--- src/design/assert_macros.svh ---
// ----------------------------------------------------------------------------
// assert_macros.svh
// Concurrent assertion helpers; empty under synthesis.
// ----------------------------------------------------------------------------
`ifndef ASSERT_MACROS_SVH
`define ASSERT_MACROS_SVH
`ifndef SYNTHESIS
// same-cycle implication
`define ASSERT_IMPLIES(label, clk, rst_n, a, b, msg) \
  label: assert property (@(posedge clk) disable iff (!rst_n) (a) |-> (b)) else $error(msg);
// next-cycle implication
`define ASSERT_NEXT(label, clk, rst_n, a, b, msg) \
  label: assert property (@(posedge clk) disable iff (!rst_n) (a) |=> (b)) else $error(msg);
`else
`define ASSERT_IMPLIES(label, clk, rst_n, a, b, msg)
`define ASSERT_NEXT(label, clk, rst_n, a, b, msg)
`endif
`endif

--- src/design/stac_pkg.sv ---
// ----------------------------------------------------------------------------
// stac_pkg
// Types, constants and saturating helpers for the statistics accumulator.
// ----------------------------------------------------------------------------
package stac_pkg;

  localparam int DEF_SLOT_COUNT    = 16;
  localparam int DEF_ELEMENT_COUNT = 8;

  localparam int SAMPLE_BITS = 24;
  localparam int SUM_BITS    = 48;
  localparam int SQ_BITS     = 64;
  localparam int CNT_BITS    = 24;
  localparam int MRG_BITS    = 16;
  localparam int DEV_BITS    = 23;
  localparam int EIU_BITS    = 4;
  localparam int WALK_BITS   = 7;   // holds element counts up to 127

  localparam logic [EIU_BITS-1:0]    EIU_RESET = 4'd8;
  localparam logic [SAMPLE_BITS-1:0] VAL_MAX   = 24'h7F_FFFF;
  localparam logic [SAMPLE_BITS-1:0] VAL_MIN   = 24'h80_0000;
  localparam logic [SUM_BITS-1:0]    SUM_MAX   = 48'h7FFF_FFFF_FFFF;
  localparam logic [SUM_BITS-1:0]    SUM_MIN   = 48'h8000_0000_0000;
  localparam logic [CNT_BITS-1:0]    CNT_MAX   = 24'hFF_FFFF;
  localparam logic [MRG_BITS-1:0]    MRG_MAX   = 16'hFFFF;

  typedef enum logic [1:0] {
    OP_ADD   = 2'd0,
    OP_MERGE = 2'd1,
    OP_READ  = 2'd2,
    OP_CLEAR = 2'd3
  } op_e;

  typedef enum logic [3:0] {
    S_IDLE,
    S_ADD_RD,
    S_ADD_WR,
    S_MRG_CNT,
    S_MRG_UPD,
    S_MRG_SRC,
    S_MRG_DST,
    S_MRG_WR,
    S_CLR,
    S_RD_MEM,
    S_RD_CAP,
    S_RD_DIV1,
    S_RD_MUL,
    S_RD_DIV2,
    S_RD_SQRT,
    S_RD_OUT
  } state_e;

  typedef struct packed {
    op_e                      op;
    logic [3:0]               slot;
    logic [3:0]               source_slot;
    logic [2:0]               element;
    logic signed [SAMPLE_BITS-1:0] sample;
    logic                     tuple_end;
  } in_item_t;

  typedef struct packed {
    logic [CNT_BITS-1:0]           tuple_count;
    logic [MRG_BITS-1:0]           merge_count;
    logic signed [SAMPLE_BITS-1:0] mean;
    logic [DEV_BITS-1:0]           deviation;
    logic signed [SAMPLE_BITS-1:0] largest;
    logic signed [SAMPLE_BITS-1:0] smallest;
  } out_item_t;

  // one element entry of the statistics memory
  typedef struct packed {
    logic                          seen;
    logic [SUM_BITS-1:0]           sum;
    logic [SQ_BITS-1:0]            sq;
    logic signed [SAMPLE_BITS-1:0] mx;
    logic signed [SAMPLE_BITS-1:0] mn;
  } cell_t;

  // signed 48-bit add, clipped to range
  function automatic logic [SUM_BITS-1:0] sat_sum(input logic [SUM_BITS-1:0] a,
                                                  input logic [SUM_BITS-1:0] b);
    logic [SUM_BITS:0] r;
    r = {a[SUM_BITS-1], a} + {b[SUM_BITS-1], b};
    if (r[SUM_BITS] != r[SUM_BITS-1]) begin
      return r[SUM_BITS] ? SUM_MIN : SUM_MAX;
    end
    return r[SUM_BITS-1:0];
  endfunction

  // unsigned 64-bit add, clipped at all ones
  function automatic logic [SQ_BITS-1:0] sat_sq(input logic [SQ_BITS-1:0] a,
                                                input logic [SQ_BITS-1:0] b);
    logic [SQ_BITS:0] r;
    r = {1'b0, a} + {1'b0, b};
    return r[SQ_BITS] ? {SQ_BITS{1'b1}} : r[SQ_BITS-1:0];
  endfunction

  // unsigned 24-bit count add, clipped
  function automatic logic [CNT_BITS-1:0] sat_cnt(input logic [CNT_BITS-1:0] a,
                                                  input logic [CNT_BITS-1:0] b);
    logic [CNT_BITS:0] r;
    r = {1'b0, a} + {1'b0, b};
    return r[CNT_BITS] ? CNT_MAX : r[CNT_BITS-1:0];
  endfunction

endpackage

--- src/design/stac_div.sv ---
// ----------------------------------------------------------------------------
// stac_div
// Restoring unsigned divider, one quotient bit per cycle.
// ----------------------------------------------------------------------------
module stac_div #(
  parameter int DW = stac_pkg::SQ_BITS,
  parameter int VW = stac_pkg::CNT_BITS,
  localparam int CW = $clog2(DW + 1)
) (
  input  logic          clk_i,
  input  logic          rst_ni,
  input  logic          start_i,
  input  logic [DW-1:0] dividend_i,
  input  logic [VW-1:0] divisor_i,
  output logic          busy_o,
  output logic          done_o,
  output logic [DW-1:0] quotient_o
);

  logic [DW-1:0] quo_q;
  logic [VW-1:0] rem_q, rem_d, dvs_q;
  logic [CW-1:0] cnt_q;
  logic          busy_q, done_q;
  logic [VW:0]   shifted, diff;
  logic          ge;

  // one trial subtraction
  always_comb begin
    shifted = {rem_q, quo_q[DW-1]};
    diff    = shifted - {1'b0, dvs_q};
    ge      = shifted >= {1'b0, dvs_q};
    rem_d   = ge ? diff[VW-1:0] : shifted[VW-1:0];
  end

  // sequencing
  always_ff @(posedge clk_i or negedge rst_ni) begin
    if (!rst_ni) begin
      busy_q <= 1'b0;
      done_q <= 1'b0;
      cnt_q  <= '0;
    end else if (start_i) begin
      busy_q <= 1'b1;
      done_q <= 1'b0;
      cnt_q  <= CW'(DW);
    end else if (busy_q) begin
      cnt_q <= cnt_q - 1'b1;
      if (cnt_q == CW'(1)) begin
        busy_q <= 1'b0;
        done_q <= 1'b1;
      end
    end else begin
      done_q <= 1'b0;
    end
  end

  // datapath
  always_ff @(posedge clk_i) begin
    if (start_i) begin
      quo_q <= dividend_i;
      rem_q <= '0;
      dvs_q <= divisor_i;
    end else if (busy_q) begin
      quo_q <= {quo_q[DW-2:0], ge};
      rem_q <= rem_d;
    end
  end

  assign busy_o     = busy_q;
  assign done_o     = done_q;
  assign quotient_o = quo_q;

endmodule

--- config.mk ---
export PLATFORM = sky130hd
export DESIGN_NAME = stac_div
export DESIGN_NICKNAME = d
export VERILOG_FILES = /design/src/design/assert_macros.svh /design/src/design/stac_pkg.sv /design/src/design/stac_div.sv
export SDC_FILE = /design/constraint.sdc
export NUM_CORES = 1
export LEC_CHECK = 0
export BUFFER_PORTS_ARGS = -buffer_cell sky130_fd_sc_hd__buf_2
export CORE_MARGIN = 1.5
export CORE_UTILIZATION = 45
export CTS_CLUSTER_DIAMETER = 150
export DETAILED_ROUTE_END_ITERATION = 6
export GPL_TIMING_DRIVEN = 0
export HOLD_SLACK_MARGIN = 0.05
export PLACE_DENSITY = 0.68
export SYNTH_ARGS = -nofsm -noshare
export SYNTH_HDL_FRONTEND = slang
export SYNTH_SLANG_ARGS = --single-unit
export TNS_END_PERCENT = 5
--- constraint.sdc ---
create_clock -name clk_i -period 2.98 [get_ports clk_i]
set_input_delay 0.596 -clock clk_i [delete_from_list [all_inputs] [get_ports clk_i]]
set_output_delay 0.596 -clock clk_i [all_outputs]
set_load 0.05 [all_outputs]
* Yosys cells after proc, flatten, opt, wreduce, memory -nomap -nowiden
Cells that the tools add are included.
** Storage, ports and cells
- Output and inout port bits :: 66
- Logic and storage cells :: 23
- Bits of input ports :: 91
- Bits in registers :: 121
** Operators by class
- Reductions and logical operators :: 1
- $lt $le $gt $ge :: 1
- Mux-type cells :: 11
- Add/subtract/negate cells :: 2
- Equality and inequality tests :: 2
** Operators by type and width (count)
- two-way mux 64 bit :: 2
- >= comparator 25 x 24 -> 1 bit :: 1
- two-way mux 24 bit :: 1
- subtractor 24 bit :: 1
- two-way mux 7 bit :: 2
- == test 7 x 1 -> 1 bit, second input constant :: 1
- subtractor 7 x 1 -> 7 bit, second input constant :: 1
- two-way mux 1 bit :: 6
- != test 3 x 2 -> 1 bit, second input constant :: 1
- nonzero test 2 bit :: 1

* Longest topological paths before layout
- Depth in word-level cells :: 4
- Mapped depth :: 13
- Gate-level depth less buffers :: 11

* Worst setup path before layout
OpenSTA, ideal clock, no wires.
- Kind :: register to register
- Start :: reg quo_q[63], in the netlist quotient_o[63]
- End :: reg rem_q[16]
- Stages on the path, launching flop included :: 12
- Required time :: 2903 ps
- Arrival time :: 2779 ps
- Path buffers :: 0
- Setup time :: 77 ps
- Period minus slack after synthesis :: 2855 ps
- Slack :: 125 ps
- Cells stage by stage :: edfxtp_1 inv_1 ha_1 fa_1 nor2b_1 o21ai_1 o21ai_1 a22oi_1 a21oi_1 nor4_1 or4_1 a41oi_2
** On the way
- Word-level cells in the longest chain between the ends :: 2
- Elaborated cells on any way between the ends :: 3
- Classes of those cells :: add/sub: 1; order compare: 1; mux: 1
** RTL lines
- from (decl) :: line stac_div.sv:20 : logic [DW-1:0] quo_q;
- from (signal assigned) :: line stac_div.sv:59 : quo_q <= dividend_i;
- from (signal assigned) :: line stac_div.sv:63 : quo_q <= {quo_q[DW-2:0], ge};
- subtractor 24 bit / >= comparator 25 x 24 -> 1 bit (equally long branches) :: line stac_div.sv:30, stac_div.sv:31
- two-way mux 24 bit (*) :: line stac_div.sv:32 : rem_d = ge ? diff[VW-1:0] : shifted[VW-1:0];
- to (signal assigned) :: line stac_div.sv:64 : rem_q <= rem_d;
- to (decl) :: line stac_div.sv:21 : logic [VW-1:0] rem_q, rem_d, dvs_q;
Every way passes the cells marked *; elsewhere a longest branch is shown, timed or not.
A chain may end at the register's enable or synchronous reset.

* Worst setup path in the final report
- Start :: reg dvs_q[9]
- End :: reg rem_q[16]
** On the way
- Word-level cells in the longest chain between the ends :: 2
- Elaborated cells on any way between the ends :: 3
- Classes of those cells :: add/sub: 1; order compare: 1; mux: 1
** RTL lines
- from (decl) :: line stac_div.sv:21
- from (signal assigned) :: line stac_div.sv:61 : dvs_q <= divisor_i;
- subtractor 24 bit / >= comparator 25 x 24 -> 1 bit (equally long branches) :: line stac_div.sv:30, stac_div.sv:31
- two-way mux 24 bit (*) :: line stac_div.sv:32
Marks and branches as above.

==> summary.txt <==
Run status
  • Status: completed

Routing
  • Post-route DRC: 0
  • Post-detailed-route count of antenna-violating nets: 0
  • Routed via count: 4755
  • Initial DRC count: 212
  • Drt pass-1 iters: 5
  • Routed wire length: 14660 µm
  • Routed wire per std cell: 16.33 µm
  • Mean number of vias per cell: 5.295

STA
  • Slew @ Worst Pin: 0.6933 ns
  • Clk_skew: 0.01083 ns
  • Setup TNS: 0 ns
  • Setup violators final: 0
  • Final period util: 96.02%
  • Final Max Slew Viols: 0
  • Crit path time final: 2.861 ns
  • Worst slew margin: 53.78%
  • RSZ-0062 raised after global routing: yes
  • Fmax: 349.5 MHz
  • Fin. Hold Viols: 0
  • Final WS setup: 0.1186 ns

Clock network
  • Clock root cell: clkbuf_16
  • Clk sinks: 121
  • Worst-path clk slew: 0.05 ns
  • Clock tree from TritonCTS: yes
  • CTS max path bufs: 2
  • Num CTS Buffers: 17
  • H-tree Lvls: 4
  • Clock Latency Late Sink: 0.41 ns

Floorplan
  • IO Pins: 157
  • Die width: 120.5 µm
  • Die footprint: 14520 µm²
  • Std-Cell Rows: 42
  • Die height: 120.5 µm
  • Core Region: 13350 µm²
  • Initial Utilization: 46.55%

Cells and area
  • Fillers: 1148
  • Area growth syn-to-layout: 27.39%
  • Share of cells above drive strength 1: 37.12%
  • Most frequent cells in the layout: 158 x buf_2, 88 x edfxtp_1, 63 x mux2_2
  • Multi-input gate area: 2653 µm²
  • Commonest non-fill, non-tap cell in the layout: buf_2
  • Nets: 827
  • Register area: 3348 µm²
  • Design Area, Final: 7915 µm²
  • Ant diodes: 0

Yosys
  • Synth async-reset ratio: 7.438%
  • Cells after Synth: 530
  • Synth Area per Inst: 11.72 µm²
  • Yosys warns: 0
  • Primary FF master, synth: edfxtp_1
  • Yosys reg bits: 121
  • Sequential cell area fraction in the yosys report: 53.89%
  • Synthesized area: 6213 µm²
  • EDFF count, synth: 88
  • Yosys cell types: 53
  • Syn Nets: 648

Setup path
  • Critical Path Sink Type: register
  • CP Class: reg2reg
  • Startpoint Class: register
  • Register-to-register setup slack: 0.12 ns
  • WP data arrival: 3.20 ns
  • FF-to-FF path depth: 10
  • WP data required: 3.32 ns
  • Worst Path Max Fanout: 7

Placed design
  • DP Worst Slack: -0.2024 ns
  • I/O Buffers: 156
  • Placed cell area: 7234 µm²
  • Hpwl dp: 10710 µm
  • GP Congestion: 0.8826

Power
  • Pleak: 3.523 nW
  • VDD IR max: 0.6697 mV
  • Pwr Density: 925.2 nW/µm²

Global routing
  • Antenna violations before repair: 0
  • First-pass GRT wire length: 23700 µm
  • Gr usage total: 21.04%
  • Largest net degree at the start of global routing: 39
  • GRT overflow: 0
  • Vias in the first global route: 4857

Run
  • Max Cap Viol: 0

Min path
  • HP Class: in2reg
  • WHS Path Cells: 1
## metal layers
layer  routed length (µm)  GRT usage [%]  vias up
li1                     -              -     2325
met1                 5976          24.98     2251
met2                 7195          35.37      156
met3                 1264          8.679       23
met4                  223          5.441        0
met5                    0              0        -
## worst paths after layout
path / start / end
max: dvs_q[9]$_DFFE_PP_ / rem_q[16]$_SDFFE_PP0P_
min: divisor_i[1] / dvs_q[1]$_DFFE_PP_
max reg2reg: dvs_q[9]$_DFFE_PP_ / rem_q[16]$_SDFFE_PP0P_
max in group asynchronous: rst_ni / cnt_q[2]$_DFFE_PN0P_
min reg2reg: rem_q[19]$_SDFFE_PP0P_ / rem_q[19]$_SDFFE_PP0P_
min in group asynchronous: rst_ni / cnt_q[1]$_DFFE_PN0P_
## layout make-up
class	instances	share of cell area (%)
tap	176	2.782
inverter	39	1.850
multi-input combinational	346	33.51
clock buffer	17	5.375
sequential	121	42.30
buffer	24	1.502
timing repair buffer	160	10.48
clock inverter	15	2.197
## Yosys cell counts (2+ instances only)
| cell type | n | area, µm² |
|---|---|---|
| or3_1 | 4 | 25.02 |
| a31oi_1 | 4 | 25.02 |
| o21ai_1 | 13 | 65.06 |
| mux2i_1 | 10 | 100.1 |
| nand3_1 | 13 | 65.06 |
| o21bai_1 | 2 | 15.01 |
| o21ai_0 | 11 | 55.05 |
| a21o_1 | 6 | 45.04 |
| nor2_1 | 38 | 142.6 |
| inv_1 | 39 | 146.4 |
| o211ai_1 | 4 | 30.03 |
| nand4_1 | 3 | 18.77 |
| or4_1 | 4 | 30.03 |
| nor3_1 | 10 | 50.05 |
| edfxtp_1 | 88 | 2643 |
| dfxtp_1 | 24 | 480.5 |
| o311a_1 | 2 | 20.02 |
| mux2_2 | 63 | 709.4 |
| xor2_1 | 7 | 61.31 |
| nor2b_1 | 4 | 25.02 |
| nor4_1 | 3 | 18.77 |
| dfrtp_1 | 9 | 225.2 |
| o21a_1 | 2 | 15.01 |
| buf_4 | 2 | 15.01 |
| clkbuf_1 | 17 | 63.81 |
| xnor2_1 | 13 | 113.9 |
| a211o_1 | 2 | 17.52 |
| a211oi_1 | 17 | 127.6 |
| nand2_1 | 27 | 101.4 |
| nand3b_1 | 2 | 15.01 |
| nand2b_1 | 5 | 31.28 |
| a32oi_1 | 3 | 26.28 |
| a21oi_1 | 29 | 145.1 |
| buf_2 | 5 | 25.02 |
| ha_1 | 26 | 325.3 |
| and3_1 | 2 | 12.51 |
## critical path, cell delays in order, from the launching register on
cell,delay (ns)
edfxtp_1,0.32
inv_1,0.04
ha_1,0.26
clkbuf_4,0.16
and3_1,0.19
nand2_1,0.08
or4_4,0.53
o41ai_4,0.40
a211oi_4,0.12
or4_1,0.54
a41oi_2,0.17
## repair_timing
item                       CTS  global route
setup endpoints to repair    5            25
hold endpoints to repair     9             0
pin swaps                    0             2
resized for setup            1            14
gates cloned                 0             1
setup buffers                0             1
hold buffers                 1             0
## stage by stage
| stage | power [mW] | std cells | util [%] | hold WS, ns |
|---|---|---|---|---|
| floorplan | 4.519 | 530 | - | 0.3004 |
| global placement | 5.080 | 862 | 54.05 | 0.4529 |
| detailed placement | 5.149 | 863 | 54.20 | 0.4530 |
| CTS | 7.262 | 896 | 58.78 | 0.3388 |
| global route | 7.764 | 898 | 59.30 | 0.3417 |
| finish | 7.323 | 898 | 59.30 | 0.3600 |
## cell families after synthesis
kind of cell               after synthesis  share of synthesized area [%]
DFF                                    121                          53.89
buffers and inverters                   63                          4.027
adders and majority gates               27                          5.558
and+or+nand+nor                        119                          9.162
AOI/OAI and AO/OA                      107                          11.52
xor gates and xnor gates                20                          2.819
muxes                                   73                          13.03
## sequential cells by signal, summed over array words and instances, names as in the netlist
signal	count
quotient_o	64
dvs_q	24
rem_q	24
cnt_q	7
busy_o	1
done_o	1
## power breakdown
group / internal (mW) / switching (mW) / total [mW]
Sequential: 2.18 / 0.231 / 2.41
Combinational: 1.10 / 1.74 / 2.84
Clock: 1.31 / 0.759 / 2.07
Total: 4.59 / 2.73 / 7.32
(Power assumes the default switching activity.)
