### src/design/assert_macros.svh
// ----------------------------------------------------------------------------
// assert_macros.svh
// Concurrent assertion helpers; empty under synthesis.
// ----------------------------------------------------------------------------
`ifndef ASSERT_MACROS_SVH
`define ASSERT_MACROS_SVH
`ifndef SYNTHESIS
// same-cycle implication
`define ASSERT_IMPLIES(label, clk, rst_n, a, b, msg) \
  label: assert property (@(posedge clk) disable iff (!rst_n) (a) |-> (b)) else $error(msg);
// next-cycle implication
`define ASSERT_NEXT(label, clk, rst_n, a, b, msg) \
  label: assert property (@(posedge clk) disable iff (!rst_n) (a) |=> (b)) else $error(msg);
`else
`define ASSERT_IMPLIES(label, clk, rst_n, a, b, msg)
`define ASSERT_NEXT(label, clk, rst_n, a, b, msg)
`endif
`endif

### src/design/stac_pkg.sv
// ----------------------------------------------------------------------------
// stac_pkg
// Types, constants and saturating helpers for the statistics accumulator.
// ----------------------------------------------------------------------------
package stac_pkg;

  localparam int DEF_SLOT_COUNT    = 16;
  localparam int DEF_ELEMENT_COUNT = 8;

  localparam int SAMPLE_BITS = 24;
  localparam int SUM_BITS    = 48;
  localparam int SQ_BITS     = 64;
  localparam int CNT_BITS    = 24;
  localparam int MRG_BITS    = 16;
  localparam int DEV_BITS    = 23;
  localparam int EIU_BITS    = 4;
  localparam int WALK_BITS   = 7;   // holds element counts up to 127

  localparam logic [EIU_BITS-1:0]    EIU_RESET = 4'd8;
  localparam logic [SAMPLE_BITS-1:0] VAL_MAX   = 24'h7F_FFFF;
  localparam logic [SAMPLE_BITS-1:0] VAL_MIN   = 24'h80_0000;
  localparam logic [SUM_BITS-1:0]    SUM_MAX   = 48'h7FFF_FFFF_FFFF;
  localparam logic [SUM_BITS-1:0]    SUM_MIN   = 48'h8000_0000_0000;
  localparam logic [CNT_BITS-1:0]    CNT_MAX   = 24'hFF_FFFF;
  localparam logic [MRG_BITS-1:0]    MRG_MAX   = 16'hFFFF;

  typedef enum logic [1:0] {
    OP_ADD   = 2'd0,
    OP_MERGE = 2'd1,
    OP_READ  = 2'd2,
    OP_CLEAR = 2'd3
  } op_e;

  typedef enum logic [3:0] {
    S_IDLE,
    S_ADD_RD,
    S_ADD_WR,
    S_MRG_CNT,
    S_MRG_UPD,
    S_MRG_SRC,
    S_MRG_DST,
    S_MRG_WR,
    S_CLR,
    S_RD_MEM,
    S_RD_CAP,
    S_RD_DIV1,
    S_RD_MUL,
    S_RD_DIV2,
    S_RD_SQRT,
    S_RD_OUT
  } state_e;

  typedef struct packed {
    op_e                      op;
    logic [3:0]               slot;
    logic [3:0]               source_slot;
    logic [2:0]               element;
    logic signed [SAMPLE_BITS-1:0] sample;
    logic                     tuple_end;
  } in_item_t;

  typedef struct packed {
    logic [CNT_BITS-1:0]           tuple_count;
    logic [MRG_BITS-1:0]           merge_count;
    logic signed [SAMPLE_BITS-1:0] mean;
    logic [DEV_BITS-1:0]           deviation;
    logic signed [SAMPLE_BITS-1:0] largest;
    logic signed [SAMPLE_BITS-1:0] smallest;
  } out_item_t;

  // one element entry of the statistics memory
  typedef struct packed {
    logic                          seen;
    logic [SUM_BITS-1:0]           sum;
    logic [SQ_BITS-1:0]            sq;
    logic signed [SAMPLE_BITS-1:0] mx;
    logic signed [SAMPLE_BITS-1:0] mn;
  } cell_t;

  // signed 48-bit add, clipped to range
  function automatic logic [SUM_BITS-1:0] sat_sum(input logic [SUM_BITS-1:0] a,
                                                  input logic [SUM_BITS-1:0] b);
    logic [SUM_BITS:0] r;
    r = {a[SUM_BITS-1], a} + {b[SUM_BITS-1], b};
    if (r[SUM_BITS] != r[SUM_BITS-1]) begin
      return r[SUM_BITS] ? SUM_MIN : SUM_MAX;
    end
    return r[SUM_BITS-1:0];
  endfunction

  // unsigned 64-bit add, clipped at all ones
  function automatic logic [SQ_BITS-1:0] sat_sq(input logic [SQ_BITS-1:0] a,
                                                input logic [SQ_BITS-1:0] b);
    logic [SQ_BITS:0] r;
    r = {1'b0, a} + {1'b0, b};
    return r[SQ_BITS] ? {SQ_BITS{1'b1}} : r[SQ_BITS-1:0];
  endfunction

  // unsigned 24-bit count add, clipped
  function automatic logic [CNT_BITS-1:0] sat_cnt(input logic [CNT_BITS-1:0] a,
                                                  input logic [CNT_BITS-1:0] b);
    logic [CNT_BITS:0] r;
    r = {1'b0, a} + {1'b0, b};
    return r[CNT_BITS] ? CNT_MAX : r[CNT_BITS-1:0];
  endfunction

endpackage

### src/design/stac_sqrt.sv
// ----------------------------------------------------------------------------
// stac_sqrt
// Floored integer square root, two radicand bits per cycle.
// ----------------------------------------------------------------------------
module stac_sqrt #(
  parameter int W = stac_pkg::SQ_BITS,
  localparam int RW = W / 2
) (
  input  logic          clk_i,
  input  logic          rst_ni,
  input  logic          start_i,
  input  logic [W-1:0]  radicand_i,
  output logic          done_o,
  output logic [RW-1:0] root_o
);

  logic [W-1:0] v_q, r_q, bit_q, trial;
  logic         busy_q, done_q, ge;

  assign trial = r_q + bit_q;
  assign ge    = v_q >= trial;

  // sequencing: stop after the lowest bit position
  always_ff @(posedge clk_i or negedge rst_ni) begin
    if (!rst_ni) begin
      busy_q <= 1'b0;
      done_q <= 1'b0;
    end else if (start_i) begin
      busy_q <= 1'b1;
      done_q <= 1'b0;
    end else if (busy_q && bit_q[0]) begin
      busy_q <= 1'b0;
      done_q <= 1'b1;
    end else begin
      done_q <= 1'b0;
    end
  end

  // datapath
  always_ff @(posedge clk_i) begin
    if (start_i) begin
      v_q   <= radicand_i;
      r_q   <= '0;
      bit_q <= W'(1) << (W - 2);
    end else if (busy_q) begin
      v_q   <= ge ? v_q - trial : v_q;
      r_q   <= ge ? (r_q >> 1) + bit_q : r_q >> 1;
      bit_q <= bit_q >> 2;
    end
  end

  assign done_o = done_q;
  assign root_o = r_q[RW-1:0];

endmodule

### config.mk
export PLATFORM = sky130hd
export DESIGN_NAME = stac_sqrt
export DESIGN_NICKNAME = d
export VERILOG_FILES = /design/src/design/assert_macros.svh /design/src/design/stac_pkg.sv /design/src/design/stac_sqrt.sv
export SDC_FILE = /design/constraint.sdc
export NUM_CORES = 1
export LEC_CHECK = 0
export ABC_AREA = 1
export BUFFER_PORTS_ARGS = -buffer_cell sky130_fd_sc_hd__buf_2
export CAP_MARGIN = 20
export CORE_MARGIN = 2
export CORE_UTILIZATION = 58
export CTS_CLUSTER_SIZE = 12
export DETAILED_ROUTE_END_ITERATION = 16
export PLACE_DENSITY_LB_ADDON = 0.05
export SLEW_MARGIN = 20
export SYNTH_ARGS = -nofsm -noshare
export SYNTH_HDL_FRONTEND = slang
export SYNTH_SLANG_ARGS = --single-unit
export TNS_END_PERCENT = 1
### constraint.sdc
create_clock -name clk_i -period 5.4 [get_ports clk_i]
set_clock_uncertainty 0.15 [all_clocks]
set_input_delay 1.35 -clock clk_i [delete_from_list [all_inputs] [get_ports clk_i]]
set_output_delay 1.35 -clock clk_i [all_outputs]
set_load 0.05 [all_outputs]
**Yosys cells after proc, flatten, opt, wreduce, memory -nomap -nowiden**

Index checks and enable logic that the tools add are counted.
Widths: inputs -> output; s select.

- Register bits after elaboration: 162
- Bits of input ports: 67
- Logic and storage cells: 22

- $add $sub $neg: 3
- Order comparisons: 1
- Multiplexer cells: 8
- Reductions and logical operators: 5

Operator list:

| operator | number |
|---|---|
| $mux 64 | 4 |
| $add 63x63->64 | 1 |
| $add 64x63->64 | 1 |
| $ge 64x64->1 | 1 |
| $sub 64x64->64 | 1 |
| $reduce_bool 2->1 | 3 |
| $mux 1 | 4 |
| $reduce_and 2->1 | 1 |
| $logic_and 1x1->1 | 1 |

**Depth between registers and ports, before layout**

Gate-level depths: netlist (run 1).

- Depth after elaboration: 5
- Depth in mapped cells: 30

**Worst setup path before layout (run 1)**

OpenSTA, ideal clock, no wires.

- Kind: register to register
- Start: register r_q[4]
- End: register v_q[0] (enable)
- Setup time: 690 ps
- Arrival: 4,278 ps
- Required time: 4,560 ps
- Path slack: 282 ps
- Cell stages (with the launch flop): 22
- Path buffers: 1
- Period minus slack after synthesis: 5,118 ps
- Cell sequence: dfxtp_1 > ha_1 > nand2_1 > o21ai_0 > a21oi_1 > inv_1 > a21oi_1 > o21ai_0 > a21oi_1 > xor2_1 > ha_1 > nand2_1 > inv_1 > nand2_1 > nand2_1 > a21oi_1 > nand2_1 > a21oi_2 > nand2_2 > nand2_2 > buf_2 > nand2_1

- Cells in the longest elaborated chain, start to end: 4

RTL lines:

| element | line | RTL |
|---|---|---|
| start, declared | stac_sqrt.sv:17 | `logic [W-1:0] v_q, r_q, bit_q, trial;` |
| start signal, assigned | stac_sqrt.sv:47 | `r_q <= ge ? (r_q >> 1) + bit_q : r_q >> 1;` |
| $add 64x63->64 | stac_sqrt.sv:20 | `assign trial = r_q + bit_q;` |
| $ge 64x64->1 | stac_sqrt.sv:21 | `assign ge = v_q >= trial;` |
| $reduce_bool 2->1 (no source line) | n/a |  |
| $reduce_and 2->1 (no source line) | n/a |  |
| end signal, assigned | stac_sqrt.sv:42 | `v_q <= radicand_i;` |
| end signal, assigned | stac_sqrt.sv:46 | `v_q <= ge ? v_q - trial : v_q;` |
| end, declared | stac_sqrt.sv:17 |  |

Every way passes these cells.
A chain may end at the register's enable or synchronous reset.

**Final worst setup path (run 1)**

- Start: register r_q[32]
- End: register r_q[51]

- Cells in the longest elaborated chain, start to end: 3
- Elaborated cells between the ends (all ways): 4
- Classes of those cells: add/sub (2); order compare (1); mux (1)

RTL lines:

| element | line |
|---|---|
| $add 64x63->64 | stac_sqrt.sv:20 |
| $ge 64x64->1 | stac_sqrt.sv:21 |
| $mux 64 * | stac_sqrt.sv:47 |

Every way passes the cells marked *; elsewhere a longest branch is shown, timed or not.

==> flow_summary.yaml, run 1 <==
outcome:
  status: "completed"
drt:
  drt-total-wl_microns: 80500
  vias_per_cell: 5.95
  drt_iter0_markers: 2705
  num_vias: 24300
  drt_first_pass_iters: 8
  post_drt_wl_per_cell_microns: 19.7
  drc: 0
  antenna_left: 0
die:
  ioPinCount: 100
  rows: 68
  die_height_microns: 191
  die_area_sq_mm: 0.0363
  start_util_pct: 58.7
  die_x_microns: 191
  core_sq_mm: 0.0344
power_and_ir_drop:
  vdd_ir_drop_max_v: 0.000437
  cellPowerDensity_mw_per_mm2: 549
  p_leak_nw: 10.1
min_path:
  min_path_type: "flip-flop to flip-flop"
  hp-start: "r_q[0]"
  hold_depth: 2
  hold_end: "r_q[0]"
setup_path:
  cp_max_fo: 64
  worst_setup_path_end_kind: "flip-flop"
  slowest_stage: "o21ai_0"
  slowest_delay_ns: 0.46
  crit_top_cell: "nand2_1"
  arrival_ns: 5.27
  crit_type: "flip-flop to flip-flop"
  r2r-start: "r_q[32]"
  r2r_cells: 21
  reg2reg_to: "r_q[51]"
  worstPathRequired_ns: 5.56
  reg2reg_setup_slack_ns: 0.29
  critPathLaunchType: "flip-flop"
  cp_cell_sequence: "ha_1 -> nand2_1 -> o21ai_0 -> nand2_1 -> o21ai_0 -> a31o_2 -> a21o_1 -> xnor2_1 -> ha_1 -> nand2_1 -> nor2_2 -> inv_2 -> nor2_2 -> nand2_1 -> nor3_2 -> nand2_2 -> nand2_2 -> buf_12 -> nand3_1 -> nand2_1 -> a21oi_1"
yosys:
  syn_inst: 3592
  ys.flop_type: "dfxtp_1"
  yosys.area.top_type_share_pct: 22.5
  syn_area_per_cell_sq_um: 5.62
  yosysWarningCount: 0
  postSynthNetCount: 3790
  yosysMostFrequentCell: "nand2_1"
  yosysUniqueCellTypes: 47
  ys_ff_latch: 162
  async_flop_share_pct: 1.23
  synth_commonest_cells: "nand2_1 (1,209), inv_1 (492), nor2_1 (439)"
  synth_top_cells_by_area: "nand2_1 (22%), dfxtp_1 (9.5%), edfxtp_1 (9.5%)"
  netlist.top_cell.by_area: "nand2_1"
  synth_edf_count: 64
  seq_area_frac_synth_pct: 19.3
  netlist_area_sq_mm: 0.0202
sta:
  slew-limit-headroom_pct: 34.2
  post-route-min-period_ns: 5.11
  tightest_slew_ns: 0.987
  setup_viol: 0
  hold_viol: 0
  min_period_over_period_pct: 94.7
  final_max_slew_viol_count: 0
  tns_ns: 0
  rsz0062_at_grt: "false"
  fmax_mhz: 196
global_route:
  grt_pass1_wl_microns: 122000
  antenna_found_initial: 0
  gr-total-overflow: 0
  first_global_vias: 23200
  top_usage_layer: "met2"
  met1_usage_pct: 52.8
  grt_max_degree: 88
  grtUsageTotal_pct: 44.0
  met3_usage_pct: 7.75
  grt_util_met2_pct: 71.3
final_layout:
  antenna_cells: 0
  drive_gt1_share_pct: 5.94
  regArea_sq_mm: 0.00390
  fin_util_pct: 62.6
  fillers: 3405
  layout.nets: 3819
  multi_input_area_sq_mm: 0.0138
  areaGrowthSynthToFinish_pct: 6.62
clocking:
  postCtsSetupBuffers: 0
  cts_tree: "yes"
  clock-sinks: 162
  cts_buffer_depth: 2
  clock_latency_ns: 0.49
  clkTransAtPathRegs_ns: 0.08
  root_buffer: "clkbuf_16"
  h-tree-depth: 4
  numCtsBuffers: 17
job:
  drv_cap: 0
placed_design:
  place_congestion: 1.07
  hpwlAfterDp_microns: 63300
  io_buffers: 99
==> what timing repair did <==
item / in CTS / in global routing
setup endpoints to repair: 0 / 68
gates resized for setup: 0 / 3
hold buffers: 0 / 0
==> how the worst max path moves through the flow <==
| stage | startpoint | endpoint | slack (ns) | depth (start not counted) |
|---|---|---|---|---|
| after floorplan | r_q[4] | v_q[0] | 0.28 | 21 |
| after global placement | r_q[24] | v_q[9] | 0.58 | 20 |
| after detailed placement | r_q[24] | v_q[13] | 0.51 | 20 |
| after CTS | r_q[24] | v_q[14] | 0.47 | 20 |
| after global routing | r_q[10] | r_q[55] | 0.06 | 23 |
| final | r_q[32] | r_q[51] | 0.29 | 21 |
==> where the power goes <==
part	switching (mW)	total [mW]	internal, mW
sequential	0.445	2.29	1.84
clock	0.670	1.39	0.716
combinational	5.49	8.13	2.64
total	6.61	11.8	5.20
==> flip-flops by register name (all words and copies together) (netlist names) <==
signal / count
busy_q: 1
v_q: 64
done_o: 1
bit_q: 32
r_q: 64
==> area by class of cell <==
| class | count | share of cell area (%) |
|---|---|---|
| clock buffer | 17 | 1.98 |
| timing repair buffer | 129 | 3.59 |
| multi-input combinational | 2809 | 63.9 |
| inverter | 502 | 8.76 |
| clock inverter | 15 | 0.983 |
| sequential | 162 | 18.1 |
| tap | 455 | 2.65 |
==> routing by layer <==
| metal | share of wire [%] | wire, microns |
|---|---|---|
| met5 | 0 | 0 |
| met3 | 9.8 | 7930 |
| met4 | 7.9 | 6360 |
| met2 | 44 | 35800 |
| met1 | 38 | 30400 |
==> through the flow <==
step / hold WS, ns / instance area (sq um) / setup WS (ns) / cells / power [mW]
6_report: 0.346 / 21500 / 0.288 / 4089 / 11.8
3_3_place_gp: 0.325 / 20900 / 0.579 / 4057 / 9.86
3_5_place_dp: 0.338 / 20900 / 0.514 / 4057 / 10.1
2_1_floorplan: 0.300 / 20200 / 0.282 / 3592 / 8.01
4_1_cts: 0.347 / 21500 / 0.467 / 4089 / 11.5
5_1_grt: 0.379 / 21500 / 0.0553 / 4089 / 12.6
==> worst max-delay path, delay by kind of cell, from the launching register on <==
family	cells	cell delay [ns]
XOR/XNOR	1	0.14
AND/OR/NAND/NOR	11	1.59
adder cells (fa/ha/maj)	2	0.86
flip-flops	1	0.43
buffers and inverters	2	0.37
AO/OA/AOI/OAI	5	1.36
==> layout by cell type (no fill, tap or decap), types with 7 or more instances in the layout <==
cell type,Yosys,layout
nand2_1,1209,1208
inv_1,492,492
nor2_1,439,439
nand3_1,304,304
a21oi_1,217,217
o21ai_0,173,172
ha_1,130,130
buf_2,26,98
dfxtp_1,96,95
edfxtp_1,64,64
xor2_1,52,52
xnor2_1,49,49
nor3_1,43,43
nand3b_1,30,30
nand4_1,28,28
buf_4,35,27
o21bai_1,22,22
clkbuf_16,0,17
o21ai_1,15,15
a21o_1,15,15
or2_2,15,15
a31oi_1,12,12
inv_2,10,10
nor2_2,8,8
a21oi_2,8,7
==> cells by family after synthesis <==
logic type	Yosys count	share of synthesized area, %
compound gates	480	12.8
fa+ha+maj	131	8.16
buf+inv	621	12.6
flops	162	19.3
simple gates	2097	42.7
xor+xnor	101	4.38
(Power assumes the default switching activity.)
==> run 2: changes to the inputs <==
PLACE_DENSITY = 0.87   (was default)
PLACE_DENSITY_LB_ADDON = default   (was 0.05)
==> flow_summary.yaml, run 2 (synthesis results as in run 1) <==
outcome:
  status: "completed"
sta:
  min_period_over_period_pct: 93.2
  post-route-min-period_ns: 5.03
  setup_viol: 0
  layout_setup_ws_ns: 0.365
  tightest_slew_ns: 1.03
  hold_viol: 0
  final_max_slew_viol_count: 0
  fmax_mhz: 199
  tns_ns: 0
  rsz0062_at_grt: "false"
  slew-limit-headroom_pct: 31.5
die:
  die_height_microns: 191
  rows: 68
  die_x_microns: 191
  die_area_sq_mm: 0.0363
  start_util_pct: 58.7
  ioPinCount: 100
  core_sq_mm: 0.0344
min_path:
  hp-start: "r_q[0]"
  hold_end: "r_q[0]"
  min_path_type: "flip-flop to flip-flop"
  hold_depth: 2
setup_path:
  arrival_ns: 5.01
  r2r-start: "r_q[12]"
  slowest_delay_ns: 0.58
  cp_cell_sequence: "ha_1 -> nand2_1 -> o21ai_1 -> o21bai_1 -> nor2_1 -> o21ai_1 -> nand2_1 -> nand2_1 -> nand3_1 -> nand3_1 -> nand2_1 -> ha_1 -> nand2_1 -> nor3_1 -> nand2_1 -> nor3_2 -> nand2_2 -> nand2_2 -> nand2_2 -> nand2_2 -> buf_12"
  reg2reg_to: "v_q[20]"
  reg2reg_setup_slack_ns: 0.37
  cp_max_fo: 64
  crit_top_cell: "nand2_1"
  slowest_stage: "dfxtp_1"
  r2r_cells: 21
  worstPathRequired_ns: 5.38
  critPathLaunchType: "flip-flop"
  crit_type: "flip-flop to flip-flop"
  worst_setup_path_end_kind: "flip-flop"
clocking:
  cts_buffer_depth: 2
  clock_latency_ns: 0.48
  root_buffer: "clkbuf_16"
  numCtsBuffers: 17
  h-tree-depth: 4
  cts_tree: "yes"
  holdBufCountCts: 0
  cts_resized: 0
  postCtsSetupBuffers: 0
  clkTransAtPathRegs_ns: 0.08
  clock-sinks: 162
power_and_ir_drop:
  comb_power_share_pct: 68.9
  seq_power_share_pct: 19.7
  vdd_ir_drop_max_v: 0.000490
  power_switching_mw: 6.44
  p_int_mw: 5.15
  p_leak_nw: 10.1
  cellPowerDensity_mw_per_mm2: 539
  pwr-share-clk_pct: 11.4
  switching_share_pct: 55.6
drt:
  drc: 0
  num_vias: 23600
  antenna_left: 0
  post_drt_wl_per_cell_microns: 18.3
  drt_iter0_markers: 2514
  vias_per_cell: 5.77
  drt_first_pass_iters: 6
  drt-total-wl_microns: 74900
placed_design:
  io_buffers: 99
  pre_cts_slack_ns: 0.552
  placed_area_sq_mm: 0.0209
  place_congestion: 1.10
  hpwlAfterDp_microns: 60200
global_route:
  grt_max_degree: 74
  gr-total-overflow: 0
  first_global_vias: 22200
  grt_pass1_wl_microns: 116000
  grtUsageTotal_pct: 41.5
  antenna_found_initial: 0
final_layout:
  largestRegisters: "r_q x64, v_q x64, bit_q x32"
  antenna_cells: 0
  layout.nets: 3820
  areaGrowthSynthToFinish_pct: 6.53
  drive_gt1_share_pct: 5.91
  final_area_sq_mm: 0.0215
  layout_commonest_cell: "nand2_1"
  final_cell_mix: "nand2_1 (1,208), inv_1 (492), nor2_1 (439)"
  fillers: 3536
job:
  drv_cap: 0
[run 2: cell count changes in the layout (fill, tap and decap cells not counted), sizes merged]
cell	before	now
clkinvlp	0	1
clkbuf	17	18
buf	129	130
clkinv	5	4
bufinv	2	1
[run 2: through the flow]
stage	utilization, %	cells	total power [mW]	hold slack, ns
after global placement	60.8	4058	9.92	0.328
after detailed placement	60.8	4058	9.99	0.334
final	62.5	4090	11.6	0.355
after CTS	62.5	4090	11.3	0.348
after floorplan	-	3592	8.01	0.300
after global routing	62.5	4090	12.5	0.380
[run 2: cell type report]
type | instances | area [sq um] | share of cell area [%]
clock buffers | 18 | 439 | 2.04
flip-flops and latches | 162 | 3890 | 18.1
repair buffers | 130 | 793 | 3.69
inverters | 502 | 1880 | 8.77
clock inverters | 14 | 164 | 0.763
well taps | 455 | 569 | 2.65
multi-input cells | 2809 | 13700 | 64.0
[run 2: worst max-delay path by stage]
stage / from / endpoint / slack [ns] / cells after the start
2_1_floorplan: r_q[4] / v_q[0] / 0.28 / 21
3_3_place_gp: r_q[54] / v_q[4] / 0.58 / 20
3_5_place_dp: r_q[22] / v_q[5] / 0.55 / 24
4_1_cts: r_q[22] / v_q[16] / 0.53 / 24
5_1_grt: r_q[14] / v_q[22] / 0.10 / 21
6_report: r_q[12] / v_q[20] / 0.37 / 21
[run 2: worst max-delay path: cells and delay by family, from the launching register on]
family          cells  cell delay [ns]
compound gates      3             0.67
fa+ha+maj           2             0.68
buf+inv             1             0.34
flops               1             0.58
simple gates       15             2.19
[run 2: power by group through the flow]
stage               registers [mW]  logic, mW  clock network, mW
finish                        2.28       7.99               1.32
global route                  2.31       8.81               1.36
detailed placement            2.28       7.70                  0
global placement              2.27       7.64                  0
floorplan                     2.09       5.92                  0
CTS                           2.26       7.75               1.31
[run 2: metal layers]
layer	part of all wire, %	global-route usage, %	wire, microns	up-vias
li1	-	-	-	11500
met1	39	51.4	29300	10500
met2	44	67.2	33300	1305
met3	8.9	5.47	6680	278
met4	7.6	28.6	5680	0
met5	0	0	0	-
